File: config.mk
export PLATFORM = sky130hd
export DESIGN_NAME = typed_arena_bump_allocator
export DESIGN_NICKNAME = d
export VERILOG_FILES = /design/src/rtl/core/tab_pkg.sv /design/src/rtl/core/typed_arena_bump_allocator.sv /design/src/rtl/core/tab_mod_unit.sv /design/src/rtl/core/tab_datapath.sv /design/src/rtl/core/tab_ctrl.sv
export SDC_FILE = /design/constraint.sdc
export NUM_CORES = 1
export LEC_CHECK = 0
export BUFFER_PORTS_ARGS = -buffer_cell sky130_fd_sc_hd__clkbuf_2
export CORE_MARGIN = 2
export CORE_UTILIZATION = 56
export DETAILED_ROUTE_END_ITERATION = 10
export PLACE_DENSITY = 0.76
export RECOVER_POWER = 25
export SKIP_CTS_REPAIR_TIMING = 1
export SLEW_MARGIN = 10
export SYNTH_ARGS = -nofsm -noshare
export SYNTH_HDL_FRONTEND = slang
export SYNTH_SLANG_ARGS = --single-unit
File: constraint.sdc
create_clock -name i_clk -period 6.7 [get_ports i_clk]
set_input_delay 0 -clock i_clk [delete_from_list [all_inputs] [get_ports i_clk]]
set_output_delay 0 -clock i_clk [all_outputs]
set_load 0.03 [all_outputs]
File: src/rtl/core/tab_pkg.sv
// ----------------------------------------------------------------------------
// tab_pkg
// shared types, codes and constants of the typed arena bump allocator
// ----------------------------------------------------------------------------
`default_nettype none

package tab_pkg;

    localparam int DEF_MAX_ARENAS = 16;
    localparam int DEF_SIZE_BITS  = 24;

    localparam int BYTES_W   = 24;
    localparam int ALIGN_W   = 17;
    localparam int SLOT_W    = 4;
    localparam int CFG_W     = 24;
    localparam int CFG_IDX_W = 2;
    localparam int USZ_W     = 17;
    localparam int UAL_W     = 9;
    localparam int REM_W     = 17;

    localparam int S_TDATA_W = 48;
    localparam int S_TUSER_W = 3;
    localparam int M_TDATA_W = 56;
    localparam int M_TUSER_W = 3;

    localparam logic OP_ACQUIRE     = 1'b0;
    localparam logic OP_FRAME_RESET = 1'b1;

    localparam logic [1:0] KIND_VERTEX  = 2'd0;
    localparam logic [1:0] KIND_INDEX   = 2'd1;
    localparam logic [1:0] KIND_UNIFORM = 2'd2;
    localparam logic [1:0] KIND_NONE    = 2'd3;

    localparam logic [1:0] STS_GRANTED    = 2'd0;
    localparam logic [1:0] STS_TOO_LARGE  = 2'd1;
    localparam logic [1:0] STS_TABLE_FULL = 2'd2;
    localparam logic [1:0] STS_RESET_DONE = 2'd3;

    localparam logic [CFG_IDX_W-1:0] CFG_VTX_SIZE  = 2'd0;
    localparam logic [CFG_IDX_W-1:0] CFG_IDX_SIZE  = 2'd1;
    localparam logic [CFG_IDX_W-1:0] CFG_UNI_SIZE  = 2'd2;
    localparam logic [CFG_IDX_W-1:0] CFG_UNI_ALIGN = 2'd3;

    localparam logic [BYTES_W-1:0] RST_VTX_SIZE  = 24'd262144;
    localparam logic [BYTES_W-1:0] RST_IDX_SIZE  = 24'd65536;
    localparam logic [USZ_W-1:0]   RST_UNI_SIZE  = 17'd65536;
    localparam logic [UAL_W-1:0]   RST_UNI_ALIGN = 9'd256;

    localparam logic [USZ_W-1:0]   UNIFORM_CLAMP     = 17'd65536;
    localparam logic [ALIGN_W-1:0] VERTEX_BASE_ALIGN = 17'd4;
    localparam logic [ALIGN_W-1:0] INDEX_BASE_ALIGN  = 17'd2;

    localparam int RST_ARENAS = 3;

    typedef enum logic [3:0] {
        S_IDLE,
        S_CHECK,
        S_ALIGN_WAIT,
        S_ALIGN_SET,
        S_SCAN_RD,
        S_SCAN_CHK,
        S_USED_WAIT,
        S_PAD,
        S_FIT,
        S_OPEN,
        S_FRAME,
        S_REJECT,
        S_FULL
    } t_state;

    typedef enum logic [2:0] {
        RES_GRANT,
        RES_OPEN,
        RES_TOO_LARGE,
        RES_FULL,
        RES_RESET
    } t_res;

    typedef struct packed {
        logic load_req;
        logic size_ld;
        logic mod_go_align;
        logic align_set;
        logic scan_clr;
        logic scan_rd;
        logic scan_inc;
        logic mod_go_used;
        logic pad_ld;
        logic wr_bump;
        logic wr_open;
        logic frame_clr;
        logic res_ld;
        t_res res_sel;
    } t_cmd;

    typedef struct packed {
        logic is_frame;
        logic bad_kind;
        logic oversize;
        logic mod_done;
        logic scan_end;
        logic match;
        logic fit;
        logic table_full;
    } t_sts;

endpackage

`default_nettype wire

File: src/rtl/core/typed_arena_bump_allocator.sv
// ----------------------------------------------------------------------------
// typed_arena_bump_allocator
// aligned range allocator over a table of vertex, index and uniform arenas
// ----------------------------------------------------------------------------
// One result per input transfer, one item in flight at a time. Let D be the
// larger of SIZE_BITS and 17 (24 by default): the remainder unit divides a
// D-bit dividend, one dividend bit per cycle. A taken transfer is checked and
// its alignment resolved; then the arenas are read in turn, first fit: one of
// the requested kind has its padding and room worked out and is granted if
// the range fits, one of another kind is passed over. Running past the last
// arena opens a new one or reports a full table. Frame resets and rejected
// requests go straight to their result. A finished result waits in the output
// register while the next transfer is accepted; a result that finds the output
// register still occupied holds the sequencer until it drains.
`default_nettype none

module typed_arena_bump_allocator #(
    parameter int MAX_ARENAS = tab_pkg::DEF_MAX_ARENAS,
    parameter int SIZE_BITS  = tab_pkg::DEF_SIZE_BITS
) (
    input  wire logic                          i_clk,
    input  wire logic                          i_rst_n,
    input  wire logic                          i_cfg_we,
    input  wire logic [tab_pkg::CFG_IDX_W-1:0] i_cfg_idx,
    input  wire logic [tab_pkg::CFG_W-1:0]     i_cfg_data,
    input  wire logic                          s_axis_tvalid,
    output logic                               s_axis_tready,
    // request_bytes[23:0], request_align[40:24], zero fill
    input  wire logic [tab_pkg::S_TDATA_W-1:0] s_axis_tdata,
    // opcode[0], arena_kind_req[2:1]
    input  wire logic [tab_pkg::S_TUSER_W-1:0] s_axis_tuser,
    output logic                               m_axis_tvalid,
    input  wire logic                          m_axis_tready,
    // arena_slot[3:0], grant_offset[27:4], grant_bytes[51:28], zero fill
    output logic [tab_pkg::M_TDATA_W-1:0]      m_axis_tdata,
    // opened_arena[0], status[2:1]
    output logic [tab_pkg::M_TUSER_W-1:0]      m_axis_tuser
);

    tab_pkg::t_cmd                 cmd;
    tab_pkg::t_sts                 sts;
    logic [tab_pkg::SLOT_W-1:0]    res_slot;
    logic [tab_pkg::BYTES_W-1:0]   res_offset;
    logic [tab_pkg::BYTES_W-1:0]   res_bytes;
    logic                          res_opened;
    logic [1:0]                    res_status;

    tab_ctrl u_ctrl (
        .i_clk     (i_clk),
        .i_rst_n   (i_rst_n),
        .i_s_valid (s_axis_tvalid),
        .i_m_ready (m_axis_tready),
        .i_sts     (sts),
        .o_s_ready (s_axis_tready),
        .o_m_valid (m_axis_tvalid),
        .o_cmd     (cmd)
    );

    tab_datapath #(
        .MAX_ARENAS (MAX_ARENAS),
        .SIZE_BITS  (SIZE_BITS)
    ) u_dp (
        .i_clk      (i_clk),
        .i_rst_n    (i_rst_n),
        .i_cfg_we   (i_cfg_we),
        .i_cfg_idx  (i_cfg_idx),
        .i_cfg_data (i_cfg_data),
        .i_opcode   (s_axis_tuser[0]),
        .i_kind     (s_axis_tuser[2:1]),
        .i_bytes    (s_axis_tdata[23:0]),
        .i_align    (s_axis_tdata[40:24]),
        .i_cmd      (cmd),
        .o_sts      (sts),
        .o_slot     (res_slot),
        .o_offset   (res_offset),
        .o_bytes    (res_bytes),
        .o_opened   (res_opened),
        .o_status   (res_status)
    );

    assign m_axis_tdata = {4'b0, res_bytes, res_offset, res_slot};
    assign m_axis_tuser = {res_status, res_opened};

endmodule

`default_nettype wire

File: src/rtl/core/tab_mod_unit.sv
// ----------------------------------------------------------------------------
// tab_mod_unit
// restoring remainder unit, one dividend bit per cycle
// ----------------------------------------------------------------------------
`default_nettype none

module tab_mod_unit #(
    parameter int DW = 24
) (
    input  wire logic                       i_clk,
    input  wire logic                       i_rst_n,
    input  wire logic                       i_start,
    input  wire logic [DW-1:0]              i_dividend,
    input  wire logic [tab_pkg::REM_W-1:0]  i_divisor,
    output logic                            o_done,
    output logic [tab_pkg::REM_W-1:0]       o_rem
);

    localparam int CTW = $clog2(DW + 1);

    logic [CTW-1:0]              r_cnt;
    logic [DW-1:0]               r_dvd;
    logic [tab_pkg::REM_W-1:0]   r_dvs;
    logic [tab_pkg::REM_W-1:0]   r_rem;
    logic [tab_pkg::REM_W:0]     trial;
    logic [tab_pkg::REM_W:0]     diff;
    logic                        ge;

    assign trial = {r_rem, r_dvd[DW-1]};
    assign ge    = trial >= {1'b0, r_dvs};
    assign diff  = trial - {1'b0, r_dvs};

    always_ff @(posedge i_clk) begin
        if (!i_rst_n) begin
            r_cnt <= '0;
        end else if (i_start) begin
            r_cnt <= CTW'(DW);
        end else if (r_cnt != '0) begin
            r_cnt <= r_cnt - CTW'(1);
        end
    end

    always_ff @(posedge i_clk) begin
        if (i_start) begin
            r_rem <= '0;
            r_dvd <= i_dividend;
            r_dvs <= i_divisor;
        end else if (r_cnt != '0) begin
            r_rem <= ge ? diff[tab_pkg::REM_W-1:0] : trial[tab_pkg::REM_W-1:0];
            r_dvd <= r_dvd << 1;
        end
    end

    assign o_done = (r_cnt == '0);
    assign o_rem  = r_rem;

endmodule

`default_nettype wire

File: src/rtl/core/tab_datapath.sv
// ----------------------------------------------------------------------------
// tab_datapath
// config registers, arena table memory, fit arithmetic and result register
// ----------------------------------------------------------------------------
`default_nettype none

module tab_datapath #(
    parameter int MAX_ARENAS = tab_pkg::DEF_MAX_ARENAS,
    parameter int SIZE_BITS  = tab_pkg::DEF_SIZE_BITS
) (
    input  wire logic                          i_clk,
    input  wire logic                          i_rst_n,
    input  wire logic                          i_cfg_we,
    input  wire logic [tab_pkg::CFG_IDX_W-1:0] i_cfg_idx,
    input  wire logic [tab_pkg::CFG_W-1:0]     i_cfg_data,
    input  wire logic                          i_opcode,
    input  wire logic [1:0]                    i_kind,
    input  wire logic [tab_pkg::BYTES_W-1:0]   i_bytes,
    input  wire logic [tab_pkg::ALIGN_W-1:0]   i_align,
    input  wire tab_pkg::t_cmd                 i_cmd,
    output tab_pkg::t_sts                      o_sts,
    output logic [tab_pkg::SLOT_W-1:0]         o_slot,
    output logic [tab_pkg::BYTES_W-1:0]        o_offset,
    output logic [tab_pkg::BYTES_W-1:0]        o_bytes,
    output logic                               o_opened,
    output logic [1:0]                         o_status
);

    localparam int SLW = $clog2(MAX_ARENAS);
    localparam int CNW = $clog2(MAX_ARENAS + 1);
    localparam int DW  = (SIZE_BITS > tab_pkg::ALIGN_W) ? SIZE_BITS : tab_pkg::ALIGN_W;
    localparam int TW  = SIZE_BITS + 2;
    localparam logic [33:0] SIZE_LIM = (34'd1 << SIZE_BITS) - 34'd1;

    // configuration
    logic [tab_pkg::BYTES_W-1:0] r_vtx_size;
    logic [tab_pkg::BYTES_W-1:0] r_idx_size;
    logic [tab_pkg::USZ_W-1:0]   r_uni_size;
    logic [tab_pkg::UAL_W-1:0]   r_uni_align;

    // latched request
    logic                        r_opcode;
    logic [1:0]                  r_kind;
    logic [tab_pkg::BYTES_W-1:0] r_bytes;
    logic [tab_pkg::ALIGN_W-1:0] r_req_align;

    logic [SIZE_BITS-1:0]        r_size;
    logic [tab_pkg::ALIGN_W-1:0] r_base;
    logic [tab_pkg::ALIGN_W-1:0] r_align;
    logic [tab_pkg::ALIGN_W-1:0] r_pad;
    logic [33:0]                 r_room;

    // arena table
    logic [TW-1:0]               r_mem [MAX_ARENAS];
    logic [TW-1:0]               r_rd_word;
    logic                        r_rd_vld;
    logic                        r_rd_fix;
    logic [1:0]                  r_rd_fixtag;
    logic [MAX_ARENAS-1:0]       r_used_vld;
    logic [CNW-1:0]              r_count;
    logic [CNW-1:0]              r_scan;

    logic [tab_pkg::BYTES_W-1:0] size_raw;
    logic [33:0]                 size_eff;
    logic [tab_pkg::ALIGN_W-1:0] base;
    logic [1:0]                  rd_tag;
    logic [SIZE_BITS-1:0]        rd_used;
    logic                        mod_start;
    logic [DW-1:0]               mod_dvd;
    logic [tab_pkg::REM_W-1:0]   mod_dvs;
    logic                        mod_done;
    logic [tab_pkg::REM_W-1:0]   mod_rem;
    logic [33:0]                 off_sum;
    logic [33:0]                 end_sum;
    logic                        table_full;
    logic                        wr_en;
    logic [SLW-1:0]              wr_addr;
    logic [TW-1:0]               wr_data;

    always_ff @(posedge i_clk) begin
        if (!i_rst_n) begin
            r_vtx_size  <= tab_pkg::RST_VTX_SIZE;
            r_idx_size  <= tab_pkg::RST_IDX_SIZE;
            r_uni_size  <= tab_pkg::RST_UNI_SIZE;
            r_uni_align <= tab_pkg::RST_UNI_ALIGN;
        end else if (i_cfg_we) begin
            case (i_cfg_idx)
                tab_pkg::CFG_VTX_SIZE:  r_vtx_size  <= i_cfg_data;
                tab_pkg::CFG_IDX_SIZE:  r_idx_size  <= i_cfg_data;
                tab_pkg::CFG_UNI_SIZE:  r_uni_size  <= i_cfg_data[tab_pkg::USZ_W-1:0];
                tab_pkg::CFG_UNI_ALIGN: r_uni_align <= i_cfg_data[tab_pkg::UAL_W-1:0];
                default: ;
            endcase
        end
    end

    // effective size and base alignment of the requested kind
    always_comb begin
        case (r_kind)
            tab_pkg::KIND_VERTEX: begin
                size_raw = r_vtx_size;
                base     = tab_pkg::VERTEX_BASE_ALIGN;
            end
            tab_pkg::KIND_INDEX: begin
                size_raw = r_idx_size;
                base     = tab_pkg::INDEX_BASE_ALIGN;
            end
            default: begin
                size_raw = (r_uni_size > tab_pkg::UNIFORM_CLAMP) ?
                           tab_pkg::BYTES_W'(tab_pkg::UNIFORM_CLAMP) :
                           tab_pkg::BYTES_W'(r_uni_size);
                base     = (r_uni_align == '0) ? tab_pkg::ALIGN_W'(1) :
                           tab_pkg::ALIGN_W'(r_uni_align);
            end
        endcase
        size_eff = (34'(size_raw) > SIZE_LIM) ? SIZE_LIM : 34'(size_raw);
    end

    always_ff @(posedge i_clk) begin
        if (i_cmd.load_req) begin
            r_opcode    <= i_opcode;
            r_kind      <= i_kind;
            r_bytes     <= i_bytes;
            r_req_align <= i_align;
        end
        if (i_cmd.size_ld) begin
            r_size <= size_eff[SIZE_BITS-1:0];
            r_base <= base;
        end
        if (i_cmd.align_set) begin
            r_align <= (r_req_align == '0 || mod_rem != '0) ? r_base : r_req_align;
        end
        if (i_cmd.pad_ld) begin
            r_pad  <= (mod_rem == '0) ? '0 : r_align - mod_rem;
            r_room <= 34'(r_size) - 34'(rd_used);
        end
    end

    assign mod_start = i_cmd.mod_go_align | i_cmd.mod_go_used;
    assign mod_dvd   = i_cmd.mod_go_used ? DW'(rd_used) : DW'(r_req_align);
    assign mod_dvs   = i_cmd.mod_go_used ? r_align : base;

    tab_mod_unit #(
        .DW (DW)
    ) u_mod (
        .i_clk      (i_clk),
        .i_rst_n    (i_rst_n),
        .i_start    (mod_start),
        .i_dividend (mod_dvd),
        .i_divisor  (mod_dvs),
        .o_done     (mod_done),
        .o_rem      (mod_rem)
    );

    // slots below the reset count keep their fixed tags
    assign rd_tag  = r_rd_fix ? r_rd_fixtag : r_rd_word[TW-1:SIZE_BITS];
    assign rd_used = r_rd_vld ? r_rd_word[SIZE_BITS-1:0] : '0;
    assign off_sum = 34'(rd_used) + 34'(r_pad);
    assign end_sum = off_sum + 34'(r_bytes);

    assign table_full = (r_count >= CNW'(MAX_ARENAS));
    assign wr_en      = i_cmd.wr_bump | (i_cmd.wr_open & ~table_full);
    assign wr_addr    = i_cmd.wr_open ? r_count[SLW-1:0] : r_scan[SLW-1:0];
    assign wr_data    = i_cmd.wr_open ? {r_kind, SIZE_BITS'(r_bytes)} :
                                        {rd_tag, end_sum[SIZE_BITS-1:0]};

    always_ff @(posedge i_clk) begin
        if (wr_en) begin
            r_mem[wr_addr] <= wr_data;
        end
        if (i_cmd.scan_rd) begin
            r_rd_word   <= r_mem[r_scan[SLW-1:0]];
            r_rd_vld    <= r_used_vld[r_scan[SLW-1:0]];
            r_rd_fix    <= (r_scan < CNW'(tab_pkg::RST_ARENAS));
            r_rd_fixtag <= r_scan[1:0];
        end
    end

    always_ff @(posedge i_clk) begin
        if (!i_rst_n) begin
            r_used_vld <= '0;
            r_count    <= CNW'(tab_pkg::RST_ARENAS);
            r_scan     <= '0;
        end else begin
            if (i_cmd.frame_clr) begin
                r_used_vld <= '0;
            end else if (wr_en) begin
                r_used_vld[wr_addr] <= 1'b1;
            end
            if (i_cmd.wr_open && !table_full) begin
                r_count <= r_count + CNW'(1);
            end
            if (i_cmd.scan_clr) begin
                r_scan <= '0;
            end else if (i_cmd.scan_inc) begin
                r_scan <= r_scan + CNW'(1);
            end
        end
    end

    always_ff @(posedge i_clk) begin
        if (i_cmd.res_ld) begin
            case (i_cmd.res_sel)
                tab_pkg::RES_GRANT: begin
                    o_slot   <= tab_pkg::SLOT_W'(r_scan);
                    o_offset <= off_sum[tab_pkg::BYTES_W-1:0];
                    o_bytes  <= r_bytes;
                    o_opened <= 1'b0;
                    o_status <= tab_pkg::STS_GRANTED;
                end
                tab_pkg::RES_OPEN: begin
                    o_slot   <= tab_pkg::SLOT_W'(r_count);
                    o_offset <= '0;
                    o_bytes  <= r_bytes;
                    o_opened <= 1'b1;
                    o_status <= tab_pkg::STS_GRANTED;
                end
                tab_pkg::RES_FULL: begin
                    o_slot   <= '0;
                    o_offset <= '0;
                    o_bytes  <= '0;
                    o_opened <= 1'b0;
                    o_status <= tab_pkg::STS_TABLE_FULL;
                end
                tab_pkg::RES_RESET: begin
                    o_slot   <= '0;
                    o_offset <= '0;
                    o_bytes  <= '0;
                    o_opened <= 1'b0;
                    o_status <= tab_pkg::STS_RESET_DONE;
                end
                default: begin
                    o_slot   <= '0;
                    o_offset <= '0;
                    o_bytes  <= '0;
                    o_opened <= 1'b0;
                    o_status <= tab_pkg::STS_TOO_LARGE;
                end
            endcase
        end
    end

    always_comb begin
        o_sts.is_frame   = (r_opcode == tab_pkg::OP_FRAME_RESET);
        o_sts.bad_kind   = (r_kind == tab_pkg::KIND_NONE);
        o_sts.oversize   = (34'(r_bytes) > size_eff);
        o_sts.mod_done   = mod_done;
        o_sts.scan_end   = (r_scan >= r_count);
        o_sts.match      = (rd_tag == r_kind) && (rd_used <= r_size);
        o_sts.fit        = (r_room >= 34'(r_bytes) + 34'(r_pad));
        o_sts.table_full = table_full;
    end

endmodule

`default_nettype wire

File: src/rtl/core/tab_ctrl.sv
// ----------------------------------------------------------------------------
// tab_ctrl
// sequencer of the allocator: request checks, arena scan and result handoff
// ----------------------------------------------------------------------------
`default_nettype none

module tab_ctrl (
    input  wire logic          i_clk,
    input  wire logic          i_rst_n,
    input  wire logic          i_s_valid,
    input  wire logic          i_m_ready,
    input  wire tab_pkg::t_sts i_sts,
    output logic               o_s_ready,
    output logic               o_m_valid,
    output tab_pkg::t_cmd      o_cmd
);

    tab_pkg::t_state r_state;
    tab_pkg::t_state n_state;
    logic            r_out_vld;
    logic            out_free;

    assign out_free = ~r_out_vld | i_m_ready;

    always_ff @(posedge i_clk) begin
        if (!i_rst_n) begin
            r_state   <= tab_pkg::S_IDLE;
            r_out_vld <= 1'b0;
        end else begin
            r_state <= n_state;
            if (o_cmd.res_ld) begin
                r_out_vld <= 1'b1;
            end else if (i_m_ready) begin
                r_out_vld <= 1'b0;
            end
        end
    end

    always_comb begin
        n_state = r_state;
        case (r_state)
            tab_pkg::S_IDLE: begin
                if (i_s_valid) n_state = tab_pkg::S_CHECK;
            end
            tab_pkg::S_CHECK: begin
                if (i_sts.is_frame) begin
                    n_state = tab_pkg::S_FRAME;
                end else if (i_sts.bad_kind || i_sts.oversize) begin
                    n_state = tab_pkg::S_REJECT;
                end else begin
                    n_state = tab_pkg::S_ALIGN_WAIT;
                end
            end
            tab_pkg::S_ALIGN_WAIT: begin
                if (i_sts.mod_done) n_state = tab_pkg::S_ALIGN_SET;
            end
            tab_pkg::S_ALIGN_SET: begin
                n_state = tab_pkg::S_SCAN_RD;
            end
            tab_pkg::S_SCAN_RD: begin
                n_state = i_sts.scan_end ? tab_pkg::S_OPEN : tab_pkg::S_SCAN_CHK;
            end
            tab_pkg::S_SCAN_CHK: begin
                n_state = i_sts.match ? tab_pkg::S_USED_WAIT : tab_pkg::S_SCAN_RD;
            end
            tab_pkg::S_USED_WAIT: begin
                if (i_sts.mod_done) n_state = tab_pkg::S_PAD;
            end
            tab_pkg::S_PAD: begin
                n_state = tab_pkg::S_FIT;
            end
            tab_pkg::S_FIT: begin
                if (!i_sts.fit) begin
                    n_state = tab_pkg::S_SCAN_RD;
                end else if (out_free) begin
                    n_state = tab_pkg::S_IDLE;
                end
            end
            tab_pkg::S_OPEN: begin
                if (i_sts.table_full) begin
                    n_state = tab_pkg::S_FULL;
                end else if (out_free) begin
                    n_state = tab_pkg::S_IDLE;
                end
            end
            tab_pkg::S_FRAME, tab_pkg::S_REJECT, tab_pkg::S_FULL: begin
                if (out_free) n_state = tab_pkg::S_IDLE;
            end
            default: begin
                n_state = tab_pkg::S_IDLE;
            end
        endcase
    end

    always_comb begin
        o_cmd         = '0;
        o_cmd.res_sel = tab_pkg::RES_TOO_LARGE;
        o_s_ready     = 1'b0;
        case (r_state)
            tab_pkg::S_IDLE: begin
                o_s_ready      = 1'b1;
                o_cmd.load_req = i_s_valid;
            end
            tab_pkg::S_CHECK: begin
                o_cmd.size_ld      = 1'b1;
                o_cmd.mod_go_align = ~i_sts.is_frame & ~i_sts.bad_kind & ~i_sts.oversize;
            end
            tab_pkg::S_ALIGN_SET: begin
                o_cmd.align_set = 1'b1;
                o_cmd.scan_clr  = 1'b1;
            end
            tab_pkg::S_SCAN_RD: begin
                o_cmd.scan_rd = ~i_sts.scan_end;
            end
            tab_pkg::S_SCAN_CHK: begin
                o_cmd.mod_go_used = i_sts.match;
                o_cmd.scan_inc    = ~i_sts.match;
            end
            tab_pkg::S_USED_WAIT: begin
                o_cmd.pad_ld = i_sts.mod_done;
            end
            tab_pkg::S_FIT: begin
                o_cmd.scan_inc = ~i_sts.fit;
                o_cmd.wr_bump  = i_sts.fit & out_free;
                o_cmd.res_ld   = i_sts.fit & out_free;
                o_cmd.res_sel  = tab_pkg::RES_GRANT;
            end
            tab_pkg::S_OPEN: begin
                o_cmd.wr_open = ~i_sts.table_full & out_free;
                o_cmd.res_ld  = ~i_sts.table_full & out_free;
                o_cmd.res_sel = tab_pkg::RES_OPEN;
            end
            tab_pkg::S_FRAME: begin
                o_cmd.frame_clr = out_free;
                o_cmd.res_ld    = out_free;
                o_cmd.res_sel   = tab_pkg::RES_RESET;
            end
            tab_pkg::S_REJECT: begin
                o_cmd.res_ld  = out_free;
                o_cmd.res_sel = tab_pkg::RES_TOO_LARGE;
            end
            tab_pkg::S_FULL: begin
                o_cmd.res_ld  = out_free;
                o_cmd.res_sel = tab_pkg::RES_FULL;
            end
            default: ;
        endcase
    end

    assign o_m_valid = r_out_vld;

endmodule

`default_nettype wire

==> qor.yml, run 1 <==
status: "finished with violations"
violations: "max-capacitance violations, max-slew violations"
seq_area_mm2: 0.0229
fin_skew_ps: 62.4
netlist_instances: 2786
synth_area_leaders: "edfxtp_1 54%, mux4_2 8.1%, dfxtp_1 6.8%"
drc: 0
finalHoldViolCount: 0
fmax_mhz: 160
min_path_type: "in2reg"
clockRootBuffer: "clkbuf_16"
worst_slew_pin_slew_ps: 3660
htreeDepth: 3
wirelength_mm: 101
leakage_uw: 0.0155
die_w_um: 263
place.gp.congestion: 0.991
clk_latency_ps: 690
coreArea_mm2: 0.0661
dp_slack_ps: 323
io_pins: 143
ys_async_sr_fraction_pct: 0
start_util_pct: 56.8
multi_input_area_mm2: 0.0138
cts.clk_slew.worst_paths_ps: 60
pwr-share-seq_pct: 42.7
layout-drive-gt1-share_pct: 14.1
cts_tree: "done"
grt_max_degree: 116
num_vias: 24800
grt_usage_pct: 28.8
yosys.area.top_type_share_pct: 54.3
layout_setup_ws_ps: 466
cts.path.max_buffers: 3
cp.required_ps: 7040
period_needed_ps: 6230
dpl.hpwl_mm: 67.9
peakVddDrop_v: 0.000249
p_per_area_mw_per_mm2: 397
p_sw_share_pct: 34.3
synth.most_common_cell: "edfxtp_1"
drtPass1Iterations: 5
synth_flop_cell: "edfxtp_1"
cap_viol_max_count: 6
rsz0062_at_grt: "false"
grt_pass1_vias: 24300
gr-total-overflow: 0
critical_path_class: "reg2reg"
worstSetupStartpointType: "flip-flop"
cts_buffers: 83
p_clk_share_pct: 26.7
grt_antenna_before_repair: 4
dieArea_mm2: 0.0691
setup_viol_count_final: 0
fillCellCount: 4649
synthTopCellsByCount: "678 x edfxtp_1, 299 x nand2_1, 189 x a21oi_1"
drtIter0Drc: 2945
syn_area_mm2: 0.0375
grt_pass1_wl_mm: 150
end_kind: "flip-flop"
comb_power_share_pct: 30.6
slew_headroom_pct: -144
ant_nets: 0
diodes: 0
final_max_slew_viol_count: 272
row_count: 94
ys_ff_latch: 805
clkSinkCount: 805
area_delta_synth_final_pct: 14.4
path_max_fanout: 26
die_height_um: 263
cp.arrival_ps: 6570
setup_tns_ps: 0
ys_types: 73
place.port_buffers: 131
seq_area_frac_synth_pct: 61.0
synth.avg_cell_area_um2: 13.5
yosysWarnings: 0
fin_crit_sh_pct: 93.1
fin_nets: 3276
wl_per_cell_um: 25.5
p_int_uw: 11200
viasPerCell: 6.29
switching_power_uw: 5840
yosys.area.top_type: "edfxtp_1"
synth_edf_count: 678
## per-stage QoR
step | utilization, % | hold slack [ps] | cells | cell area (um^2) | power [uW]
3_3_place_gp | 59.8 | 179 | 3719 | 39600 | 12100
2_1_floorplan | - | 98.9 | 2789 | 37500 | 10600
5_1_grt | 65.0 | 45.3 | 3949 | 42900 | 17800
4_1_cts | 64.0 | -527 | 3873 | 42300 | 16900
6_report | 65.0 | 57.1 | 3949 | 42900 | 17000
3_5_place_dp | 59.8 | 179 | 3719 | 39600 | 12400
## path summary, 6_finish.rpt
check                 startpoint  slack, ps  depth (start not counted)             endpoint
min             s_axis_tdata[30]         60                          2  u_dp.r_req_align[6]
max              u_dp.r_bytes[1]        470                         24   u_dp.r_mem[11][25]
min reg2reg  u_dp.r_used_vld[15]        450                          2  u_dp.r_used_vld[15]
max reg2reg      u_dp.r_bytes[1]        470                         24   u_dp.r_mem[11][25]
## power by group through the flow
stage | logic [uW] | clock network (uW) | registers (uW)
after floorplan | 3370 | 0 | 7200
after global placement | 4740 | 0 | 7340
after detailed placement | 5020 | 0 | 7350
after CTS | 5070 | 4600 | 7260
after global routing | 5660 | 4790 | 7310
final | 5210 | 4550 | 7280
## flip-flops by register name, indices dropped and copies added (netlist names), 16 cells and up
| register | flops |
|---|---|
| u_dp.r_mem | 416 |
| u_dp.r_rd_word | 26 |
| u_dp.r_room | 25 |
| u_dp.o_bytes | 24 |
| u_dp.o_offset | 24 |
| u_dp.r_bytes | 24 |
| u_dp.r_idx_size | 24 |
| u_dp.r_size | 24 |
| u_dp.r_vtx_size | 24 |
| u_dp.u_mod.r_dvd | 24 |
| u_dp.r_align | 17 |
| u_dp.r_pad | 17 |
| u_dp.r_req_align | 17 |
| u_dp.r_uni_size | 17 |
| u_dp.u_mod.o_rem | 17 |
| u_dp.u_mod.r_dvs | 17 |
| u_dp.r_used_vld | 16 |
## cell usage in the layout, fill, tap and decap left out, types with 19 or more instances in the layout
master / netlist / layout
nor3_1: 47 / 31
o21a_1: 19 / 19
and3_1: 45 / 45
clkbuf_2: 1 / 65
inv_1: 129 / 129
dlygate4sd3_1: 0 / 76
buf_4: 5 / 27
mux4_2: 135 / 135
edfxtp_1: 678 / 678
xor2_1: 48 / 48
nand3_1: 32 / 32
mux2i_1: 38 / 38
a21o_1: 56 / 56
nor2_1: 126 / 126
xnor2_1: 70 / 69
a21oi_1: 189 / 177
nand2_1: 299 / 299
clkbuf_1: 93 / 97
ha_1: 172 / 172
and2_1: 39 / 29
clkbuf_16: 0 / 84
nor2b_1: 27 / 25
o21ai_0: 90 / 90
nand4_1: 19 / 19
nand2b_1: 25 / 25
dfxtp_1: 127 / 124
## area by class of cell
cell class	instances	area share, %
sequential	805	53.4
timing repair buffer	262	4.50
multi-input combinational	1733	32.2
inverter	131	1.15
clock inverter	43	1.05
clock buffer	111	5.27
tap	864	2.52
## cell families (layout without fill, tap and decap cells)
kind of cell	after synthesis	after routing	share of synthesized area [%]
compound gates	520	520	8.80
xor+xnor	118	118	2.75
fa+ha+maj	178	178	6.05
buf+inv	251	547	2.63
flops	805	805	61.0
mux	191	191	9.66
other cells	1	4	0.00999
simple gates	722	722	9.07
## critical path, cell delays in order (launching register included)
cell and delay, ps:
edfxtp_1 540, ha_1 350, a21o_1 190, a21o_1 200
a21oi_1 230, o21ai_0 150, a31oi_1 350, o211ai_1 190
nand2_1 110, o21ai_0 80, buf_4 170, nand3_1 90
xor2_1 100, ha_1 320, a21o_1 110, a21o_1 130
a211oi_1 70, o21ai_0 270, a21boi_0 210, a41oi_1 70
nor3_2 510, nor2_1 150, o31a_1 640, nor3_2 390
buf_12 240
## per-layer routing
layer	vias to the layer above	routed length, um	GRT usage [%]	part of all wire (%)
met3	248	8400	4.70	8.3
li1	11000	-	-	-
met2	1298	48300	46.7	48
met1	12300	39300	38.7	39
met4	8	4690	12.7	4.7
met5	-	51	0	0.051
No activity file was read; power rests on OpenSTA's default activity.
==> run 2: changes to the inputs <==
- RECOVER_POWER: 25 -> 100
- SYNTH_HIERARCHICAL: unset -> 1
==> qor.yml, run 2 <==
status: "finished with violations"
violations: "max-capacitance violations, max-slew violations"
fin_nets: 3411  # +4.1%
path_cells: "clkbuf_1, buf_4, nand2_1, inv_1, ha_1, o21a_1, o21a_1, and3_1, a211o_1, a31oi_1, nor3_1, xnor2_1, ha_1, o21ai_0, nor3_1, a221oi_2, nor3_1, mux2_4, a2111oi_2, buf_4"
min_path_type: "in2reg"
cts_buffers: 84  # +1.2%
place.gp.congestion: 0.995  # +0.44%
finalHoldViolCount: 0  # unchanged
seq_area_frac_synth_pct: 59.1  # -1.9 points
cts_tree: "done"
netlist_instances: 2898  # +4.0%
whs_endpoint: "u_dp/r_bytes[14]"
rsz0062_at_grt: "false"
wl_per_cell_um: 24.8  # -2.9%
synthTopCellsByCount: "678 x edfxtp_1, 283 x nand2_1, 175 x ha_1"
slowest_delay_ps: 620  # -20 ps
hold_path_depth: 2  # unchanged
clkSinkCount: 805  # unchanged
place.port_buffers: 131  # unchanged
path_max_fanout: 25  # -3.8%
drtIter0Drc: 2457  # -17%
grt_usage_pct: 28.4  # -0.44 points
fin_skew_ps: 42.4  # -20.0 ps
cp.required_ps: 7170  # +130 ps
p_per_area_mw_per_mm2: 403  # +1.6%
layout_commonest_cell: "edfxtp_1"
grt_pass1_vias: 24600  # +1.3%
cts.path.max_buffers: 3  # unchanged
final_cell_mix: "678 x edfxtp_1, 283 x nand2_1, 175 x ha_1"
synth.avg_cell_area_um2: 13.4  # -0.76%
fillCellCount: 4979  # +7.1%
drtPass1Iterations: 6  # +1
setup_viol_count_final: 0  # unchanged
slew_headroom_pct: -113  # +31 points
timing.rr.end: "u_dp/r_mem[2][23]"
clockRootBuffer: "clkbuf_16"
worstSetupStartpointType: "flip-flop"
coreArea_mm2: 0.0686  # +3.8%
layout-drive-gt1-share_pct: 15.0  # +0.91 points
yosys.area.top_type_share_pct: 52.6  # -1.7 points
ff2ff_path_depth: 20  # -17%
min_from: "s_axis_tdata[14]"
viasPerCell: 6.18  # -1.8%
io_pins: 143  # unchanged
synth_flop_cell: "edfxtp_1"
r2r_setup_slack_ps: 400  # -60 ps
crit_buf_inv: 4  # +2
grt_max_degree: 111  # -4.3%
comb_power_share_pct: 32.3  # +1.7 points
final_max_slew_viol_count: 388  # +43%
drc: 0  # unchanged
period_needed_ps: 6300  # +61.4 ps
fmax_mhz: 159  # -0.98%
row_count: 96  # +2.1%
synth_area_leaders: "edfxtp_1 53%, mux4_2 7.8%, dfxtp_1 6.6%"
grt_pass1_wl_mm: 151  # +0.52%
dp_slack_ps: 94.9  # -228 ps
yosys.area.top_type: "edfxtp_1"
critical_path_class: "reg2reg"
worst_slew_pin_slew_ps: 3190  # -463 ps
fin_hold_ws_ps: 70.2  # +13.1 ps
largestRegisters: "u_dp/r_mem x416, u_dp/r_rd_word x26, u_dp/r_room x25"
crit_slowest_cell: "xnor2_1"
largest_reg_flops: 416  # unchanged
peakVddDrop_v: 0.000264  # +5.9%
p_sw_share_pct: 35.0  # +0.67 points
start_util_pct: 56.5  # -0.29 points
pwr-share-seq_pct: 42.0  # -0.7 points
num_vias: 25700  # +3.3%
ant_nets: 0  # unchanged
wirelength_mm: 103  # +2.0%
p_clk_share_pct: 25.7  # -1.0 points
die_w_um: 267  # +1.6%
syn_area_mm2: 0.0387  # +3.2%
fin_crit_sh_pct: 94.0  # +0.92 points
die_height_um: 267  # +1.6%
reg2reg_from: "u_dp/r_rd_vld"
htreeDepth: 3  # unchanged
switching_power_uw: 6210  # +6.3%
grt_antenna_before_repair: 3  # -1
path_depth: 20  # -17%
layout_setup_ws_ps: 404  # -61.4 ps
dieArea_mm2: 0.0713  # +3.2%
cp.arrival_ps: 6770  # +200 ps
yosysWarnings: 6  # +6
cp_common_cell: "nor3_1"
largest-register: "u_dp/r_mem"
dpl.hpwl_mm: 71.3  # +5.1%
setup_tns_ps: 0  # unchanged
clk_latency_ps: 660  # -30 ps
p_int_uw: 11600  # +3.2%
ys_ff_latch: 805  # unchanged
crit_family: "compound AO/OA/AOI/OAI gates"
area_delta_synth_final_pct: 13.7
leakage_uw: 0.0156  # +0.76%
synth_edf_count: 678  # unchanged
ys_async_sr_fraction_pct: 0  # unchanged
cap_viol_max_count: 9  # +3
synth.most_common_cell: "edfxtp_1"
end_kind: "flip-flop"
gr-total-overflow: 0  # unchanged
cts.clk_slew.worst_paths_ps: 60  # about the same
ys_types: 90  # +23%
## run 2: layer usage
metal / wire, um / track usage (%) / vias to the layer above
met5: 0 / 0 / -
met4: 4830 / 12.1 / 0
met3: 7620 / 3.55 / 210
met2: 49900 / 47.0 / 1262
met1: 40400 / 38.0 / 12800
li1: - / - / 11400
## run 2: metrics by stage
stage               power (uW)  instances  cell area [um^2]  utilization (%)
detailed placement       13300       3914             40900             59.7
global placement         13000       3914             40900             59.7
finish                   17800       4152             44100             64.2
global route             18600       4150             44100             64.2
floorplan                11300       2901             38800                -
CTS                      17800       4071             43600             63.6
## run 2: layout make-up
type                            count  area (um^2)  share of cell area, %
Sequential cell                   805        22900                   52.0
Tap cell                          931         1160                   2.64
Antenna cell                        2         5.00                 0.0114
Timing Repair Buffer              289         1960                   4.44
Clock buffer                      115         2290                   5.20
Inverter                          125          469                   1.06
Multi-Input combinational cell   1843        14800                   33.7
Clock inverter                     42          419                  0.951
## run 2: cell families after synthesis
kind of cell	after synthesis	synth area share, %
AO/OA/AOI/OAI	519	9.13
buffers and inverters	253	2.68
other	1	0.00968
adder cells (fa/ha/maj)	181	5.96
flip-flops	805	59.1
multiplexers	238	10.7
XOR/XNOR	111	2.51
AND/OR/NAND/NOR	790	9.86
## run 2: power by group through the flow
stage / sequential (uW) / combinational [uW] / clock [uW]
after global routing: 7490 / 6260 / 4790
after global placement: 7490 / 5490 / 0
after CTS: 7410 / 5800 / 4630
after floorplan: 7330 / 3930 / 0
final: 7460 / 5740 / 4570
after detailed placement: 7500 / 5750 / 0
## run 2: worst reg2reg max path, delay by kind of cell (launching register included)
kind,cells,cell delay (ps)
AO/OA/AOI/OAI,7,2310
buffers and inverters,4,1120
AND/OR/NAND/NOR,5,720
adder cells (fa/ha/maj),2,700
XOR/XNOR,1,620
flip-flops,1,340
multiplexers,1,290
## run 2: how the worst max path moves through the flow
stage | endpoint | startpoint | slack [ps]
after floorplan | u_dp/r_mem[7][0] | u_dp/r_bytes[1] | 590
after global placement | u_dp/r_mem[4][4] | u_dp/r_bytes[1] | 220
after detailed placement | u_dp/r_mem[0][21] | u_dp/r_bytes[1] | 90
after CTS | u_dp/r_mem[4][11] | u_dp/r_bytes[1] | 70
after global routing | u_dp/r_mem[0][22] | u_dp/r_bytes[6] | 30
final | u_dp/r_mem[2][23] | u_dp/r_rd_vld | 400
